**src/rtl/core/assert_macros.svh**
```systemverilog
// Assertion macros shared by the receiver RTL; each samples clk and is disabled in rst.
`ifndef ASSERT_MACROS_SVH
`define ASSERT_MACROS_SVH

// Plain property, checked at every rising edge outside reset.
`define HAFR_ASSERT(lbl, prop, msg) \
  lbl: assert property (@(posedge clk) disable iff (rst) (prop)) else $error(msg);

// Same-cycle implication.
`define HAFR_ASSERT_IMP(lbl, ante, cons, msg) \
  lbl: assert property (@(posedge clk) disable iff (rst) (ante) |-> (cons)) else $error(msg);

// Next-cycle implication.
`define HAFR_ASSERT_NXT(lbl, ante, cons, msg) \
  lbl: assert property (@(posedge clk) disable iff (rst) (ante) |=> (cons)) else $error(msg);

`endif

```
**src/rtl/core/hafr_pkg.sv**
```systemverilog
// Shared types, codes and defaults of the HDLC asynchronous frame receiver.
package hafr_pkg;

  localparam int BUF_DEPTH_DEF   = 64;
  localparam int COUNT_WIDTH_DEF = 32;
  localparam int NUM_CNT         = 8;
  localparam int CNT_AW          = 3;

  typedef enum logic [1:0] {
    PH_IDLE = 2'd0,
    PH_WAIT = 2'd1,
    PH_DATA = 2'd2,
    PH_ESC  = 2'd3
  } phase_t;

  // Request function codes.
  localparam logic [1:0] FUNC_CHAR = 2'd0;
  localparam logic [1:0] FUNC_ARM  = 2'd1;
  localparam logic [1:0] FUNC_READ = 2'd2;

  // Result event codes.
  localparam logic [3:0] EV_NONE     = 4'd0;
  localparam logic [3:0] EV_DONE     = 4'd1;
  localparam logic [3:0] EV_STORED   = 4'd2;
  localparam logic [3:0] EV_PARITY   = 4'd3;
  localparam logic [3:0] EV_FRAMING  = 4'd4;
  localparam logic [3:0] EV_NOISE    = 4'd5;
  localparam logic [3:0] EV_OVERRUN  = 4'd6;
  localparam logic [3:0] EV_NO_FLAG  = 4'd7;
  localparam logic [3:0] EV_EMPTY    = 4'd8;
  localparam logic [3:0] EV_OVERFLOW = 4'd9;
  localparam logic [3:0] EV_BAD_ESC  = 4'd10;
  localparam logic [3:0] EV_MASK     = 4'hF;

  // Statistics counter indexes.
  localparam logic [CNT_AW-1:0] CNT_PARITY   = 3'd0;
  localparam logic [CNT_AW-1:0] CNT_FRAMING  = 3'd1;
  localparam logic [CNT_AW-1:0] CNT_NOISE    = 3'd2;
  localparam logic [CNT_AW-1:0] CNT_OVERRUN  = 3'd3;
  localparam logic [CNT_AW-1:0] CNT_NO_FLAG  = 3'd4;
  localparam logic [CNT_AW-1:0] CNT_EMPTY    = 3'd5;
  localparam logic [CNT_AW-1:0] CNT_OVERFLOW = 3'd6;
  localparam logic [CNT_AW-1:0] CNT_BAD_ESC  = 3'd7;

  // Configuration register indexes and reset values.
  localparam logic [1:0] CFG_FLAG  = 2'd0;
  localparam logic [1:0] CFG_ESC   = 2'd1;
  localparam logic [1:0] CFG_MASK  = 2'd2;
  localparam logic [1:0] CFG_LIMIT = 2'd3;

  localparam logic [7:0] FLAG_RST  = 8'd126;
  localparam logic [7:0] ESC_RST   = 8'd125;
  localparam logic [7:0] MASK_RST  = 8'd32;
  localparam logic [6:0] LIMIT_RST = 7'd64;

endpackage

```
**src/rtl/core/hafr_ram.sv**
```systemverilog
// Generic simple dual-port RAM with one write port and one registered read port.
module hafr_ram #(
  parameter int WIDTH = 8,
  parameter int DEPTH = 64
) (
  input  logic                             clk,
  input  logic                             wr_en,
  input  logic [$clog2(DEPTH)-1:0]         wr_addr,
  input  logic [WIDTH-1:0]                 wr_data,
  input  logic                             rd_en,
  input  logic [$clog2(DEPTH)-1:0]         rd_addr,
  output logic [WIDTH-1:0]                 rd_data
);

  logic [WIDTH-1:0] mem [DEPTH];

  always_ff @(posedge clk) begin
    if (wr_en) begin
      mem[wr_addr] <= wr_data;
    end
    if (rd_en) begin
      rd_data <= mem[rd_addr];
    end
  end

endmodule

```
**src/rtl/core/hdlc_async_frame_receiver.sv**
```systemverilog
// A request's result is in the output register in the cycle after it is accepted.
// Throughput: one request per cycle while each result is taken; the result register frees in the cycle it is taken.
// Counter bumps are read from the counter RAM at accept and written back in the cycle after,
// with a forwarding path covering a request that reads the counter being written.
// Reset clears phase, parity latch, byte count and the eight counter valid bits and loads
// the configuration defaults; the payload RAM is not cleared and needs no sweep.
module hdlc_async_frame_receiver #(
  parameter int BUF_DEPTH   = hafr_pkg::BUF_DEPTH_DEF,
  parameter int COUNT_WIDTH = hafr_pkg::COUNT_WIDTH_DEF
) (
  input  logic        clk,
  input  logic        rst,

  input  logic        cfg_wr_en,
  input  logic [1:0]  cfg_index,
  input  logic [7:0]  cfg_data,

  input  logic        in_valid,
  output logic        in_ready,
  input  logic [1:0]  func,
  input  logic        char_valid,
  input  logic [7:0]  rx_char,
  input  logic        parity_err,
  input  logic        framing_err,
  input  logic        noise_err,
  input  logic        overrun_err,
  input  logic        read_counter,
  input  logic [5:0]  read_index,

  output logic        out_valid,
  input  logic        out_ready,
  output logic [3:0]  event_code,
  output logic [6:0]  frame_length,
  output logic        receiving,
  output logic [31:0] read_data
);

  localparam int AW = $clog2(BUF_DEPTH);
  localparam int CW = $clog2(BUF_DEPTH + 1);

  // Configuration registers.
  logic [7:0] flag_byte;
  logic [7:0] escape_byte;
  logic [7:0] escape_xor_mask;
  logic [6:0] payload_limit;

  // Receive control state.
  hafr_pkg::phase_t phase, phase_next;
  logic             parity_latch, parity_latch_next;
  logic [CW-1:0]    count, count_next;

  // Result stage.
  logic [3:0]             s1_ev;
  logic                   s1_rd;
  logic                   s1_rd_cnt;
  logic                   s1_pay_ok;
  logic                   s1_cnt_ok;
  logic                   s1_cnt_vld;

  // Counter write-back and forwarding.
  logic                   wb_pend;
  logic [hafr_pkg::CNT_AW-1:0] wb_idx;
  logic                   fwd_hit;
  logic [COUNT_WIDTH-1:0] fwd_val;
  logic [hafr_pkg::NUM_CNT-1:0] cnt_valid;

  logic accept;

  // Decoded character conditions.
  logic       ch_ok;
  logic       pe_eff;
  logic       line_err;
  logic       is_flag;
  logic       is_esc;
  logic       room;
  logic [7:0] unesc;
  logic       unesc_ok;

  // Per-request actions.
  logic [3:0]                  ev;
  logic                        bump;
  logic [hafr_pkg::CNT_AW-1:0] bump_idx;
  logic                        pay_we;
  logic [7:0]                  pay_wdata;

  // Memory ports.
  logic [AW-1:0]               pay_raddr;
  logic [7:0]                  pay_rdata;
  logic [hafr_pkg::CNT_AW-1:0] cnt_raddr;
  logic [COUNT_WIDTH-1:0]      cnt_rdata;
  logic [COUNT_WIDTH-1:0]      cnt_cur;
  logic [COUNT_WIDTH-1:0]      cnt_wdata;

  assign in_ready = !rst && (!out_valid || out_ready);
  assign accept   = in_valid && in_ready;

  always_ff @(posedge clk) begin
    if (rst) begin
      flag_byte       <= hafr_pkg::FLAG_RST;
      escape_byte     <= hafr_pkg::ESC_RST;
      escape_xor_mask <= hafr_pkg::MASK_RST;
      payload_limit   <= hafr_pkg::LIMIT_RST;
    end else if (cfg_wr_en) begin
      unique case (cfg_index)
        hafr_pkg::CFG_FLAG:  flag_byte       <= cfg_data;
        hafr_pkg::CFG_ESC:   escape_byte     <= cfg_data;
        hafr_pkg::CFG_MASK:  escape_xor_mask <= cfg_data;
        hafr_pkg::CFG_LIMIT: payload_limit   <= cfg_data[6:0];
        default: ;
      endcase
    end
  end

  always_comb begin
    ch_ok    = char_valid && (phase != hafr_pkg::PH_IDLE);
    pe_eff   = parity_err || parity_latch;
    line_err = pe_eff || framing_err || noise_err || overrun_err;
    is_flag  = (rx_char == flag_byte);
    is_esc   = (rx_char == escape_byte);
    room     = (32'(count) < 32'(payload_limit)) && (32'(count) < BUF_DEPTH);
    unesc    = rx_char ^ escape_xor_mask;
    unesc_ok = (unesc == flag_byte) || (unesc == escape_byte);
  end

  // Next receive phase.
  always_comb begin
    phase_next = phase;
    if (accept && func == hafr_pkg::FUNC_ARM) begin
      phase_next = hafr_pkg::PH_WAIT;
    end else if (accept && func == hafr_pkg::FUNC_CHAR && ch_ok) begin
      if (line_err) begin
        phase_next = hafr_pkg::PH_WAIT;
      end else begin
        unique case (phase)
          hafr_pkg::PH_WAIT: begin
            if (is_flag) phase_next = hafr_pkg::PH_DATA;
          end
          hafr_pkg::PH_DATA: begin
            if (is_flag) begin
              if (count != '0) phase_next = hafr_pkg::PH_IDLE;
            end else if (is_esc) begin
              phase_next = hafr_pkg::PH_ESC;
            end else if (!room) begin
              phase_next = hafr_pkg::PH_WAIT;
            end
          end
          hafr_pkg::PH_ESC: begin
            phase_next = (room && unesc_ok) ? hafr_pkg::PH_DATA : hafr_pkg::PH_WAIT;
          end
          default: ;
        endcase
      end
    end
  end

  // Event, counter bump, payload write, byte count and parity latch.
  always_comb begin
    ev                = hafr_pkg::EV_NONE;
    bump              = 1'b0;
    bump_idx          = hafr_pkg::CNT_PARITY;
    pay_we            = 1'b0;
    pay_wdata         = rx_char;
    count_next        = count;
    parity_latch_next = parity_latch;
    if (accept) begin
      case (func)
        hafr_pkg::FUNC_CHAR: begin
          if (!ch_ok) begin
            parity_latch_next = parity_latch || parity_err;
          end else begin
            // The latched parity error is consumed by this character.
            parity_latch_next = 1'b0;
            bump = 1'b1;
            if (pe_eff) begin
              ev = hafr_pkg::EV_PARITY;   bump_idx = hafr_pkg::CNT_PARITY;
            end else if (framing_err) begin
              ev = hafr_pkg::EV_FRAMING;  bump_idx = hafr_pkg::CNT_FRAMING;
            end else if (noise_err) begin
              ev = hafr_pkg::EV_NOISE;    bump_idx = hafr_pkg::CNT_NOISE;
            end else if (overrun_err) begin
              ev = hafr_pkg::EV_OVERRUN;  bump_idx = hafr_pkg::CNT_OVERRUN;
            end else begin
              bump = 1'b0;
              unique case (phase)
                hafr_pkg::PH_WAIT: begin
                  if (is_flag) begin
                    count_next = '0;
                  end else begin
                    ev = hafr_pkg::EV_NO_FLAG; bump = 1'b1;
                    bump_idx = hafr_pkg::CNT_NO_FLAG;
                  end
                end
                hafr_pkg::PH_DATA: begin
                  if (is_flag) begin
                    if (count != '0) begin
                      ev = hafr_pkg::EV_DONE;
                    end else begin
                      ev = hafr_pkg::EV_EMPTY; bump = 1'b1;
                      bump_idx = hafr_pkg::CNT_EMPTY;
                    end
                  end else if (!is_esc) begin
                    if (room) begin
                      ev = hafr_pkg::EV_STORED; pay_we = 1'b1;
                      count_next = count + CW'(1);
                    end else begin
                      ev = hafr_pkg::EV_OVERFLOW; bump = 1'b1;
                      bump_idx = hafr_pkg::CNT_OVERFLOW;
                    end
                  end
                end
                hafr_pkg::PH_ESC: begin
                  if (!room) begin
                    ev = hafr_pkg::EV_OVERFLOW; bump = 1'b1;
                    bump_idx = hafr_pkg::CNT_OVERFLOW;
                  end else if (unesc_ok) begin
                    ev = hafr_pkg::EV_STORED; pay_we = 1'b1; pay_wdata = unesc;
                    count_next = count + CW'(1);
                  end else begin
                    ev = hafr_pkg::EV_BAD_ESC; bump = 1'b1;
                    bump_idx = hafr_pkg::CNT_BAD_ESC;
                  end
                end
                default: ;
              endcase
            end
          end
        end
        hafr_pkg::FUNC_ARM: parity_latch_next = 1'b0;
        default: ;
      endcase
    end
  end

  always_ff @(posedge clk) begin
    if (rst) begin
      phase        <= hafr_pkg::PH_IDLE;
      parity_latch <= 1'b0;
      count        <= '0;
    end else begin
      phase        <= phase_next;
      parity_latch <= parity_latch_next;
      count        <= count_next;
    end
  end

  assign pay_raddr = AW'(read_index);
  assign cnt_raddr = bump ? bump_idx : read_index[hafr_pkg::CNT_AW-1:0];

  hafr_ram #(
    .WIDTH (8),
    .DEPTH (BUF_DEPTH)
  ) u_payload_ram (
    .clk     (clk),
    .wr_en   (pay_we),
    .wr_addr (count[AW-1:0]),
    .wr_data (pay_wdata),
    .rd_en   (accept),
    .rd_addr (pay_raddr),
    .rd_data (pay_rdata)
  );

  hafr_ram #(
    .WIDTH (COUNT_WIDTH),
    .DEPTH (hafr_pkg::NUM_CNT)
  ) u_counter_ram (
    .clk     (clk),
    .wr_en   (wb_pend),
    .wr_addr (wb_idx),
    .wr_data (cnt_wdata),
    .rd_en   (accept),
    .rd_addr (cnt_raddr),
    .rd_data (cnt_rdata)
  );

  // A write landing on the same edge as the read is not seen by the RAM read port.
  assign cnt_cur   = fwd_hit ? fwd_val : (s1_cnt_vld ? cnt_rdata : '0);
  assign cnt_wdata = cnt_cur + COUNT_WIDTH'(1);

  always_ff @(posedge clk) begin
    if (rst) begin
      out_valid <= 1'b0;
      wb_pend   <= 1'b0;
      cnt_valid <= '0;
    end else begin
      if (accept) begin
        out_valid <= 1'b1;
      end else if (out_ready) begin
        out_valid <= 1'b0;
      end
      wb_pend <= accept && bump;
      if (wb_pend) begin
        cnt_valid[wb_idx] <= 1'b1;
      end
    end
  end

  always_ff @(posedge clk) begin
    if (accept) begin
      s1_ev        <= ev & hafr_pkg::EV_MASK;
      frame_length <= 7'(count_next);
      receiving    <= (phase_next != hafr_pkg::PH_IDLE);
      s1_rd        <= (func == hafr_pkg::FUNC_READ);
      s1_rd_cnt    <= read_counter;
      s1_pay_ok    <= (32'(read_index) < BUF_DEPTH);
      s1_cnt_ok    <= (read_index[5:hafr_pkg::CNT_AW] == '0);
      s1_cnt_vld   <= cnt_valid[cnt_raddr];
      wb_idx       <= cnt_raddr;
      fwd_hit      <= wb_pend && (wb_idx == cnt_raddr);
      fwd_val      <= cnt_wdata;
    end
  end

  always_comb begin
    event_code = s1_ev;
    read_data  = '0;
    if (s1_rd) begin
      if (s1_rd_cnt) begin
        if (s1_cnt_ok) read_data = 32'(cnt_cur);
      end else if (s1_pay_ok) begin
        read_data = 32'(pay_rdata);
      end
    end
  end

`include "assert_macros.svh"

  `HAFR_ASSERT_IMP(a_wb_follows_accept, wb_pend, $past(accept), "write-back without request")
  `HAFR_ASSERT(a_count_bound, 32'(count) <= BUF_DEPTH, "byte count beyond buffer depth")
  `HAFR_ASSERT_IMP(a_store_in_range, pay_we, 32'(count) < BUF_DEPTH, "payload write out of range")
  `HAFR_ASSERT_NXT(a_arm_waits, accept && func == hafr_pkg::FUNC_ARM, phase == hafr_pkg::PH_WAIT && !parity_latch, "arm did not restart flag wait")
  `HAFR_ASSERT_IMP(a_done_disarms, out_valid && s1_ev == hafr_pkg::EV_DONE, !receiving, "frame done while still receiving")

endmodule

```
**config.mk**
```make
export PLATFORM = sky130hd
export DESIGN_NAME = hdlc_async_frame_receiver
export DESIGN_NICKNAME = d
export VERILOG_FILES = /design/src/rtl/core/hafr_pkg.sv /design/src/rtl/core/hafr_ram.sv /design/src/rtl/core/hdlc_async_frame_receiver.sv
export VERILOG_INCLUDE_DIRS = /design/src /design/src/rtl/core
export SDC_FILE = /design/constraint.sdc
export NUM_CORES = 1
export LEC_CHECK = 0
export BUFFER_PORTS_ARGS = -buffer_cell sky130_fd_sc_hd__buf_2
export CAP_MARGIN = 20
export CORE_UTILIZATION = 40
export DETAILED_ROUTE_END_ITERATION = 7
export PLACE_DENSITY = 0.59
export SLEW_MARGIN = 15
export SYNTH_ARGS = -nofsm -noshare
export SYNTH_HDL_FRONTEND = slang
export SYNTH_SLANG_ARGS = --single-unit
```
**constraint.sdc**
```tcl
create_clock -name clk -period 14.4 [get_ports clk]
set_clock_uncertainty 0.05 [all_clocks]
set_input_delay 2.88 -clock clk [delete_from_list [all_inputs] [get_ports clk]]
set_output_delay 2.88 -clock clk [all_outputs]
set_load 0.02 [all_outputs]
```
[Yosys cells after proc, flatten, opt, wreduce, memory -nomap -nowiden]
Memory sizes are Yosys's and may differ from the RTL's. A register that Yosys moved wholly into a read port is not among the register bits.
Index checks and enable logic that the tools add are counted.
Cells by class
  eq/ne operators: 13
  magnitude comparators: 5
  bitwise gates (word level): 4
  reduce and logical (&&, ||, !) cells: 35
  add/subtract/negate cells: 2
  multiplexer cells: 107
Operator list (count)
  $mux W32: 5
  $mux W7: 13
  $mux W8: 10
  $mux W3: 19
  $mux W1: 35
  $add A32 B1 Y32 const B: 1
  $eq A8 B8 Y1: 4
  $mux W4: 6
  $pmux W7 S3: 1
  $mux W2: 10
  $pmux W4 S3: 1
  $reduce_and A2 Y1: 6
  $logic_and A1 B1 Y1: 11
  $eq A2 B2 Y1 const B: 5
  $pmux W3 S3: 1
  $lt A3 B4 Y1 const B: 2
  $or A8 B8 Y8: 1
  $reduce_bool A2 Y1: 4
  $xor A8 B8 Y8: 1
  $add A7 B1 Y7 const B: 1
  $lt A7 B7 Y1: 1
  $lt A7 B7 Y1 const B: 1
  $reduce_bool A7 Y1: 1
  $eq A2 B1 Y1 const B: 3
  other kinds (14): 23
Word-level totals
  output and inout port bits: 46
  input bits: 37
  register bits: 103
  RAM bits: 768
  word-level logic and storage cells: 190
  memories: 2
Memory list
  u_payload_ram.mem: depth 64, width 8, rd ports 1, clocked after Yosys merged registers in 1, write ports 1, RTL line hafr_ram.sv:15  | logic [WIDTH-1:0] mem [DEPTH];
  u_counter_ram.mem: depth 8, width 32, rd ports 1, clocked after Yosys merged registers in 1, write ports 1, RTL line hafr_ram.sv:15

[Depth between registers and ports, before layout]
Gate-level depths: netlist of the first run.
  depth in word-level cells: 16
  gate-level depth with buffers: 15
  mapped depth without buffers: 11

[By module]
Synthesis of the first run repeated with hierarchy kept, for this count alone.
Second synthesis, totals
  cells, all modules: 2047
  area total of the unflattened synthesis: 37343.3 um^2
Modules (own cells, without submodules)
  hafr_ram (u_payload_ram): cells an instance 972, area each 20270.7 um^2, instances 1
  hafr_ram (u_counter_ram): cells an instance 415, area each 10786.6 um^2, instances 1
  hdlc_async_frame_receiver: cells an instance 660, area each 6286.0 um^2, instances 1

[Worst setup path after synthesis of the first run]
Ideal clock, no wire load.
  path type: input -> register
  start point: in rx_char[6]
  end point: mem u_payload_ram.mem[0][0] (data pin)
  cell stages on the path: 8
  buffers on the path: 1
  arrival time: 6277 ps
  data required time: 13782 ps
  slack: 7504 ps
  cell sequence: clkbuf_1 -> xnor3_1 -> nand4_1 -> o22ai_2 -> nand2_1 -> nor3_1 -> nand2_1 -> xnor2_1
On the way
  longest elaborated chain between the ends: 13
Ends and longest elaborated chain
  from (decl): RTL line hdlc_async_frame_receiver.sv:22  | input logic [7:0] rx_char,
  $xor A8 B8 Y8 (*): RTL line hdlc_async_frame_receiver.sv:121  | unesc = rx_char ^ escape_xor_mask;
  $eq A8 B8 Y1: RTL line hdlc_async_frame_receiver.sv:122  | unesc_ok = (unesc == flag_byte) || (unesc == escape_byte);
  $logic_or A1 B1 Y1 (*): RTL line hdlc_async_frame_receiver.sv:122
  $mux W8 (*): RTL line hdlc_async_frame_receiver.sv:215  | end else if (unesc_ok) begin
  $mux W8 (*): RTL line hdlc_async_frame_receiver.sv:212  | if (!room) begin
  $mux W8 (*): RTL line hdlc_async_frame_receiver.sv:184  | unique case (phase)
  $mux W8 (*): RTL line hdlc_async_frame_receiver.sv:180  | end else if (overrun_err) begin
  $mux W8 (*): RTL line hdlc_async_frame_receiver.sv:178  | end else if (noise_err) begin
  $mux W8 (*): RTL line hdlc_async_frame_receiver.sv:176  | end else if (framing_err) begin
  $mux W8 (*): RTL line hdlc_async_frame_receiver.sv:174  | if (pe_eff) begin
  $mux W8 (*): RTL line hdlc_async_frame_receiver.sv:168  | if (!ch_ok) begin
  $mux W8 (*): RTL line hdlc_async_frame_receiver.sv:166  | case (func)
  $mux W8 (*): RTL line hdlc_async_frame_receiver.sv:165  | if (accept) begin
  named net pay_wdata[0]: RTL line hdlc_async_frame_receiver.sv:84  | logic [7:0] pay_wdata;
  to (decl): RTL line hafr_ram.sv:15
The timed path passes the listed nets; every way through them passes the cells marked *.

[Final worst setup path of the first run]
  start point: in rst
  end point: reg u_counter_ram.rd_data[15] (read register of u_counter_ram.mem) (data pin)
On the way
  longest elaborated chain between the ends: 5
Ends and longest elaborated chain
  from (decl): RTL line hdlc_async_frame_receiver.sv:12  | input logic rst,
  $logic_not A1 Y1 (*): RTL line hdlc_async_frame_receiver.sv:94  | assign in_ready = !rst && (!out_valid || out_ready);
  $logic_and A1 B1 Y1 (*): RTL line hdlc_async_frame_receiver.sv:94
  $logic_and A1 B1 Y1 (*): RTL line hdlc_async_frame_receiver.sv:95  | assign accept = in_valid && in_ready;
  $mux W3 or $mux W1 (tied branches): RTL line hdlc_async_frame_receiver.sv:165
  $mux W3: RTL line hdlc_async_frame_receiver.sv:247  | assign cnt_raddr = bump ? bump_idx : read_index[hafr_pkg::CNT_AW-1:0];
  to (decl): RTL line hafr_ram.sv:12  | output logic [WIDTH-1:0] rd_data
Mark *: on every way between the ends. The rest lies on a longest branch, timed or not.
A chain may end at the register's enable or synchronous reset.

==> results of run 1 <==
-- worst max-delay path: stages --
cell and delay (ns):
sky130_fd_sc_hd__buf_2 0.31, sky130_fd_sc_hd__inv_1 0.61, sky130_fd_sc_hd__nand3_1 0.39, sky130_fd_sc_hd__or2_1 0.40, sky130_fd_sc_hd__and2_1 0.21, sky130_fd_sc_hd__a41oi_4 0.16, sky130_fd_sc_hd__buf_4 0.57, sky130_fd_sc_hd__and3_4 0.54
sky130_fd_sc_hd__buf_4 0.75, sky130_fd_sc_hd__a2111oi_0 0.26, sky130_fd_sc_hd__nor4_1 0.37
-- metal layers --
metal  track usage, %  up-vias  part of all wire, %
li1                 -     9240                    -
met1             25.2    10859                   42
met2             31.6      703                   49
met3             3.15      182                  5.8
met4             6.53        8                  3.0
met5                0        -                0.058
-- power groups by stage --
| stage | Sequential [mW] | Clock [mW] | Combinational [mW] |
|---|---|---|---|
| 2_1_floorplan | 2.99 | 0 | 0.186 |
| 6_report | 2.93 | 2.37 | 0.280 |
| 4_1_cts | 2.93 | 2.41 | 0.285 |
| 5_1_grt | 2.93 | 2.50 | 0.302 |
| 3_3_place_gp | 2.99 | 0 | 0.277 |
| 3_5_place_dp | 2.99 | 0 | 0.284 |
-- layout by cell type, fill, tap and decap left out, types with 11 or more instances in the layout --
master,n
sky130_fd_sc_hd__clkbuf_1,12
sky130_fd_sc_hd__nor2_1,156
sky130_fd_sc_hd__clkbuf_16,95
sky130_fd_sc_hd__nor3_1,12
sky130_fd_sc_hd__mux4_2,168
sky130_fd_sc_hd__inv_1,151
sky130_fd_sc_hd__mux2i_1,16
sky130_fd_sc_hd__nor4_1,39
sky130_fd_sc_hd__edfxtp_1,860
sky130_fd_sc_hd__a2111oi_0,133
sky130_fd_sc_hd__xnor3_1,16
sky130_fd_sc_hd__buf_4,41
sky130_fd_sc_hd__a31oi_1,135
sky130_fd_sc_hd__a22oi_1,24
sky130_fd_sc_hd__buf_2,80
sky130_fd_sc_hd__dfxtp_1,51
sky130_fd_sc_hd__nand2_1,96
sky130_fd_sc_hd__o21ai_0,19
sky130_fd_sc_hd__clkinv_2,18
sky130_fd_sc_hd__nand3_1,25
sky130_fd_sc_hd__clkinv_1,24
sky130_fd_sc_hd__xnor2_1,27
sky130_fd_sc_hd__xor2_1,21
sky130_fd_sc_hd__a21oi_1,28
sky130_fd_sc_hd__and2_1,11
-- metrics by stage --
stage                     cell area (um^2)  hold slack [ns]  total power, mW  worst slack, ns  utilization [%]
after floorplan                      37700            0.386             3.17             7.50                -
after global placement               39500            0.413             3.26             6.81             42.3
after detailed placement             39500            0.421             3.27             6.58             42.3
after CTS                            42500            0.433             5.62             7.29             45.5
after global routing                 42500            0.455             5.74             6.95             45.5
final                                42500            0.432             5.58             7.19             45.5
-- state kept, by name, indices dropped and copies added (netlist names), 2 cells and up --
| signal | count |
|---|---|
| flag_byte | 8 |
| event_code | 4 |
| escape_byte | 8 |
| u_payload_ram.mem | 512 |
| cnt_valid | 8 |
| escape_xor_mask | 8 |
| u_counter_ram.rd_data | 32 |
| count | 7 |
| phase | 2 |
| fwd_val | 32 |
| frame_length | 7 |
| wb_idx | 3 |
| u_payload_ram.rd_data | 8 |
| u_counter_ram.mem | 256 |
| payload_limit | 7 |
-- worst paths after layout --
path | to | slack, ns | cells past startpoint
worst max-delay path | u_counter_ram.rd_data[15] | 7.19 | 11
worst min-delay path | cnt_valid[7] | 0.43 | 2
worst max register to register | u_counter_ram.rd_data[15] | 9.34 | 10
worst min register to register | cnt_valid[7] | 0.43 | 2
-- area by class of cell --
cell class,instances,area [um^2]
clock buffer,108,2440
clock inverter,63,548
multi-input combinational,1059,9800
antenna,1,2.50
fill,8035,50800
inverter,154,581
sequential,911,26800
timing repair buffer,122,722
tap,1254,1570
-- cells by family after synthesis --
family / Yosys count / synth area share, %
muxes: 184 / 10.4
adders and majority gates: 9 / 0.298
and+or+nand+nor: 422 / 5.35
xor gates and xnor gates: 72 / 2.25
AOI/OAI and AO/OA: 372 / 7.21
buffers and inverters: 318 / 3.31
DFF: 911 / 71.1
==> flow_summary.ini, run 1 <==
[synth]
avgSynthCellArea_um2 = 16.5
synth-edff-count = 860
postSynthNetCount = 2334
post_synth_inst_count = 2288
synth_area_mm2 = 0.0377
post_synth_main_area_contributors = sky130_fd_sc_hd__edfxtp_1, sky130_fd_sc_hd__mux4_2, sky130_fd_sc_hd__a2111oi_0
synth_top_cells_by_count = sky130_fd_sc_hd__edfxtp_1, sky130_fd_sc_hd__mux4_2, sky130_fd_sc_hd__nor2_1, sky130_fd_sc_hd__inv_1, sky130_fd_sc_hd__a31oi_1
asyncSetResetFlopFracSynth_pct = 0
post-synth-top-count-cell = sky130_fd_sc_hd__edfxtp_1
synth.yosys.warnings = 0
synth_largest_type_area_fraction_pct = 68.4
yosys_register_bits = 911
dominantRegCellSynth = sky130_fd_sc_hd__edfxtp_1
seq_area_frac_synth_pct = 71.1
synth.largest_area_cell = sky130_fd_sc_hd__edfxtp_1
synth_cell_types = 69

[timing]
setup_violations = 0
headroom_to_the_max_slew_limit_pct = 28.5
finalSetupTns_ns = 0
hold_violations = 0
min_period_over_period_pct = 50.1
worstMarginPinSlew_ns = 1.06
finalMaxSlewViolations = 0
period_needed_ns = 7.21
grt_setup_unrepaired = false
fmax_mhz = 139

[min_path]
holdCritStartpoint = cnt_valid[7]
worst_hold_path_type = register to register

[setup_path]
critPathRequiredTime_ns = 14.78
reg2reg_from = count[4]
end_kind = register
critical_path.startpoint = rst
timing.critical_path.from_type = primary input
critPathKind = primary input to register
path_max_fanout = 96
worst_ep_arrival_time_ns = 7.59

[grt]
overflow = 0
first_global_vias = 21049
grt_start_max_net_pins = 97
wire_length_of_the_first_global_routing_pass_mm = 135
groute.usage.overall_pct = 19.0
antenna_found_initial = 6

[flow_run]
cap_viol_max_count = 0

[clock_tree]
worstSkewPairLatency_ns = 0.65
htreeDepth = 3
cts.repair.resized = 0
postCtsHoldBufs = 0
cts.clk_slew.worst_paths_ns = 0.06
postCtsSetupBuffers = 0
ctsRootBufferMaster = sky130_fd_sc_hd__clkbuf_16
cts-buffers-inserted = 94
cts_tree = yes
clock_tree.buffer_depth = 3
clock_tree_sinks = 911

[placed_design]
place.port_buffers = 82
place_hpwl_mm = 52.7
place_congestion = 0.800
dp.cells = 3500

[floorplanning]
num_rows = 112
design.portCount = 83
die_height_um = 309
initial_core_util_pct = 40.4
core_mm2 = 0.0933
dieArea_mm2 = 0.0956
die-width_um = 309

[pwr]
clkPwrFrac_pct = 42.4
power_switching_mw = 1.18
internal-power_mw = 4.39
power_frac_seq_pct = 52.5
power_leakage_nw = 13.8
netSwitchingFraction_pct = 21.2
combPwrFrac_pct = 5.0
vdd_drop_max_mv = 0.0860
pwr_density_cell_mw_per_mm2 = 131

[drt]
drcViolationCount = 0
post_drt_wl_per_cell_um = 24.6
totalWireLength_mm = 90.2
drt_pre_antenna_iters = 6
vias_after_detailed_routing = 20992
drt.antenna.violating_nets = 0
average_vias_per_placed_instance = 5.72
number_of_drc_markers_in_iteration_0 = 2082

[finish]
fin_nets = 2388
post_layout_nonfiller_instances = 3672
synthToLayoutAreaGrowth_pct = 12.6
final_layout_size_suffix_gt1_share_pct = 19.2

[status]
outcome = completed
Note: power is estimated with default switching activity, not from simulation.
==> run 2: changes to the inputs <==
--- a/config.mk
+++ b/config.mk
@@ -10,7 +10,7 @@
 export CAP_MARGIN = 20
 export CORE_UTILIZATION = 40
 export DETAILED_ROUTE_END_ITERATION = 7
-export PLACE_DENSITY = 0.59
+export PLACE_DENSITY = 0.61
 export SLEW_MARGIN = 15
 export SYNTH_ARGS = -nofsm -noshare
 export SYNTH_HDL_FRONTEND = slang
==> constraint.sdc (replaced) <==
create_clock -name clk -period 6.4 [get_ports clk]
set_clock_uncertainty 0.05 [all_clocks]
set_input_delay 1.28 -clock clk [delete_from_list [all_inputs] [get_ports clk]]
set_output_delay 1.28 -clock clk [all_outputs]
set_load 0.02 [all_outputs]
==> run 2 against run 1 <==
  * First-iteration DRC count is 18% higher
  * Clock-buffer cell count is 13 higher
  * Core utilization is 0.18 points higher
  * Via count is 1.2% higher
  * Sequential power is 120% higher
  * Register-to-register slack worse by 7.7 ns
  * Design area is 0.40% higher
==> flow_summary.ini, run 2 (same netlist as run 1, synthesis figures left out) <==
[status]
outcome = completed

[setup_path]
path_max_fanout = 86
worst_ep_arrival_time_ns = 5.08
worst_path_largest_cell_delay_ns = 0.79
path_buf_inv = 2
critical_path_cell_count = 10
cpMaxStageDelayCell = sky130_fd_sc_hd__buf_4
end_kind = register
worst-r2r-cell-count = 10
cp_top_family = compound AO/OA/AOI/OAI gates
internal_reg_to_reg_setup_slack_ns = 1.64
timing.critical_path.from_type = register
regToRegEndpoint = u_counter_ram.rd_data[15]
critPathKind = register to register
critPathRequiredTime_ns = 6.72
cp_cell_sequence = ha_1, nand4_1, o311ai_1, o2111ai_1, nand4_1, buf_4, buf_4, a31oi_1, a2111oi_0, nor4_1
reg2reg_from = count[4]

[min_path]
worstHoldPathCells = 2
holdCritStartpoint = cnt_valid[2]
worst_hold_path_type = register to register
min_delay_worst_endpoint = cnt_valid[2]

[finish]
final_layout_size_suffix_gt1_share_pct = 19.8
synthToLayoutAreaGrowth_pct = 13.1
layout.cell_area.non_filler_mm2 = 0.0427
utilization_pct = 45.7
area_of_combinational_cells_with_multiple_inputs_mm2 = 0.00980
seq_area_mm2 = 0.0268
fin_nets = 2403
final.fill_count = 7977
largest_register_ff_count = 512
layout_top_registers = u_payload_ram.mem: 512 flops, u_counter_ram.mem: 256 flops
regMostFlops = u_payload_ram.mem
most-common-layout-cells = sky130_fd_sc_hd__edfxtp_1, sky130_fd_sc_hd__mux4_2, sky130_fd_sc_hd__nor2_1
layout.cells.most_common = sky130_fd_sc_hd__edfxtp_1

[drt]
vias_after_detailed_routing = 21236
drt.antenna.violating_nets = 0
drcViolationCount = 0
post_drt_wl_per_cell_um = 25.0
totalWireLength_mm = 91.9
average_vias_per_placed_instance = 5.77
drt_pre_antenna_iters = 5
number_of_drc_markers_in_iteration_0 = 2457

[timing]
fmax_mhz = 210
setup_violations = 0
period_needed_ns = 4.76
hold_violations = 0
headroom_to_the_max_slew_limit_pct = 28.7
worstMarginPinSlew_ns = 1.07
finalMaxSlewViolations = 0
finalSetupTns_ns = 0
grt_setup_unrepaired = false
hold_slack_ns = 0.427
min_period_over_period_pct = 74.4

[grt]
groute.usage.overall_pct = 19.4
grt_start_max_net_pins = 133
overflow = 0
first_global_vias = 21394
wire_length_of_the_first_global_routing_pass_mm = 138
antenna_found_initial = 8

[pwr]
pwr_density_cell_mw_per_mm2 = 293
combPwrFrac_pct = 5.2
netSwitchingFraction_pct = 21.1
power_switching_mw = 2.64
vdd_drop_max_mv = 0.253
clkPwrFrac_pct = 42.2
power_mw = 12.5
power_leakage_nw = 13.9
power_frac_seq_pct = 52.6
internal-power_mw = 9.88

[floorplanning]
die_height_um = 309
core_mm2 = 0.0933
dieArea_mm2 = 0.0956
num_rows = 112
initial_core_util_pct = 40.4
die-width_um = 309
design.portCount = 83

[clock_tree]
postCtsHoldBufs = 0
cts-buffers-inserted = 90
worstSkewPairLatency_ns = 0.65
htreeDepth = 3
cts_tree = yes
cts.repair.resized = 0
clock_tree.buffer_depth = 3
ctsRootBufferMaster = sky130_fd_sc_hd__clkbuf_16
postCtsSetupBuffers = 0
cts.clk_slew.worst_paths_ns = 0.06
clock_tree_sinks = 911

[placed_design]
place_congestion = 0.830
place.port_buffers = 82
place_hpwl_mm = 53.7
dpl_cell_area_mm2 = 0.0397

[flow_run]
cap_viol_max_count = 0
run 2: cell types whose count changed in the layout (fill, tap and decap cells not counted), sizes merged:
cell      change
clkinv       -21
bufinv        -1
clkinvlp      -1
buf          +19
clkbuf       +13
run 2: layout make-up:
cell class / count / share of cell area [%]
Inverter: 154 / 1.36
Antenna cell: 1 / 0.00586
Clock buffer: 121 / 5.89
Multi-Input combinational cell: 1059 / 23.0
Clock inverter: 40 / 0.962
Timing Repair Buffer: 141 / 2.22
Sequential cell: 911 / 62.9
Tap cell: 1254 / 3.68
run 2: worst max path at each step:
stage / startpoint / to / slack (ns)
final: count[4] / u_counter_ram.rd_data[15] / 1.64
after global routing: count[4] / u_counter_ram.rd_data[15] / 1.32
after CTS: s1_cnt_vld / read_data[0] / 1.59
after detailed placement: rst / u_payload_ram.mem[4][6] / 1.21
after global placement: rst / u_payload_ram.mem[22][5] / 1.35
after floorplan: rx_char[6] / u_payload_ram.mem[0][0] / 1.10
run 2: metrics by stage:
| step | std cells | setup slack [ns] |
|---|---|---|
| final | 3681 | 1.64 |
| after global routing | 3680 | 1.32 |
| after CTS | 3679 | 1.59 |
| after detailed placement | 3518 | 1.21 |
| after global placement | 3518 | 1.35 |
| after floorplan | 2288 | 1.10 |
run 2: power groups by stage:
stage | Combinational (mW) | Sequential [mW] | Clock [mW]
6_report | 0.646 | 6.59 | 5.28
5_1_grt | 0.696 | 6.59 | 5.57
4_1_cts | 0.651 | 6.59 | 5.37
3_5_place_dp | 0.651 | 6.72 | 0
3_3_place_gp | 0.637 | 6.72 | 0
2_1_floorplan | 0.418 | 6.72 | 0
run 2: worst register-to-register path: stages, from the launching register on:
cell and delay, ns:
sky130_fd_sc_hd__dfxtp_1 0.65, sky130_fd_sc_hd__ha_1 0.23, sky130_fd_sc_hd__nand4_1 0.11, sky130_fd_sc_hd__o311ai_1 0.56, sky130_fd_sc_hd__o2111ai_1 0.32, sky130_fd_sc_hd__nand4_1 0.21
sky130_fd_sc_hd__buf_4 0.79, sky130_fd_sc_hd__buf_4 0.69, sky130_fd_sc_hd__a31oi_1 0.18, sky130_fd_sc_hd__a2111oi_0 0.57, sky130_fd_sc_hd__nor4_1 0.12
run 2: per-layer routing:
layer	track usage, %	up-vias	routed length [um]
met1	26.0	10923	37800
met5	0	-	85
met2	31.2	846	44300
met4	6.32	12	2720
li1	-	9283	-
met3	4.52	172	7010
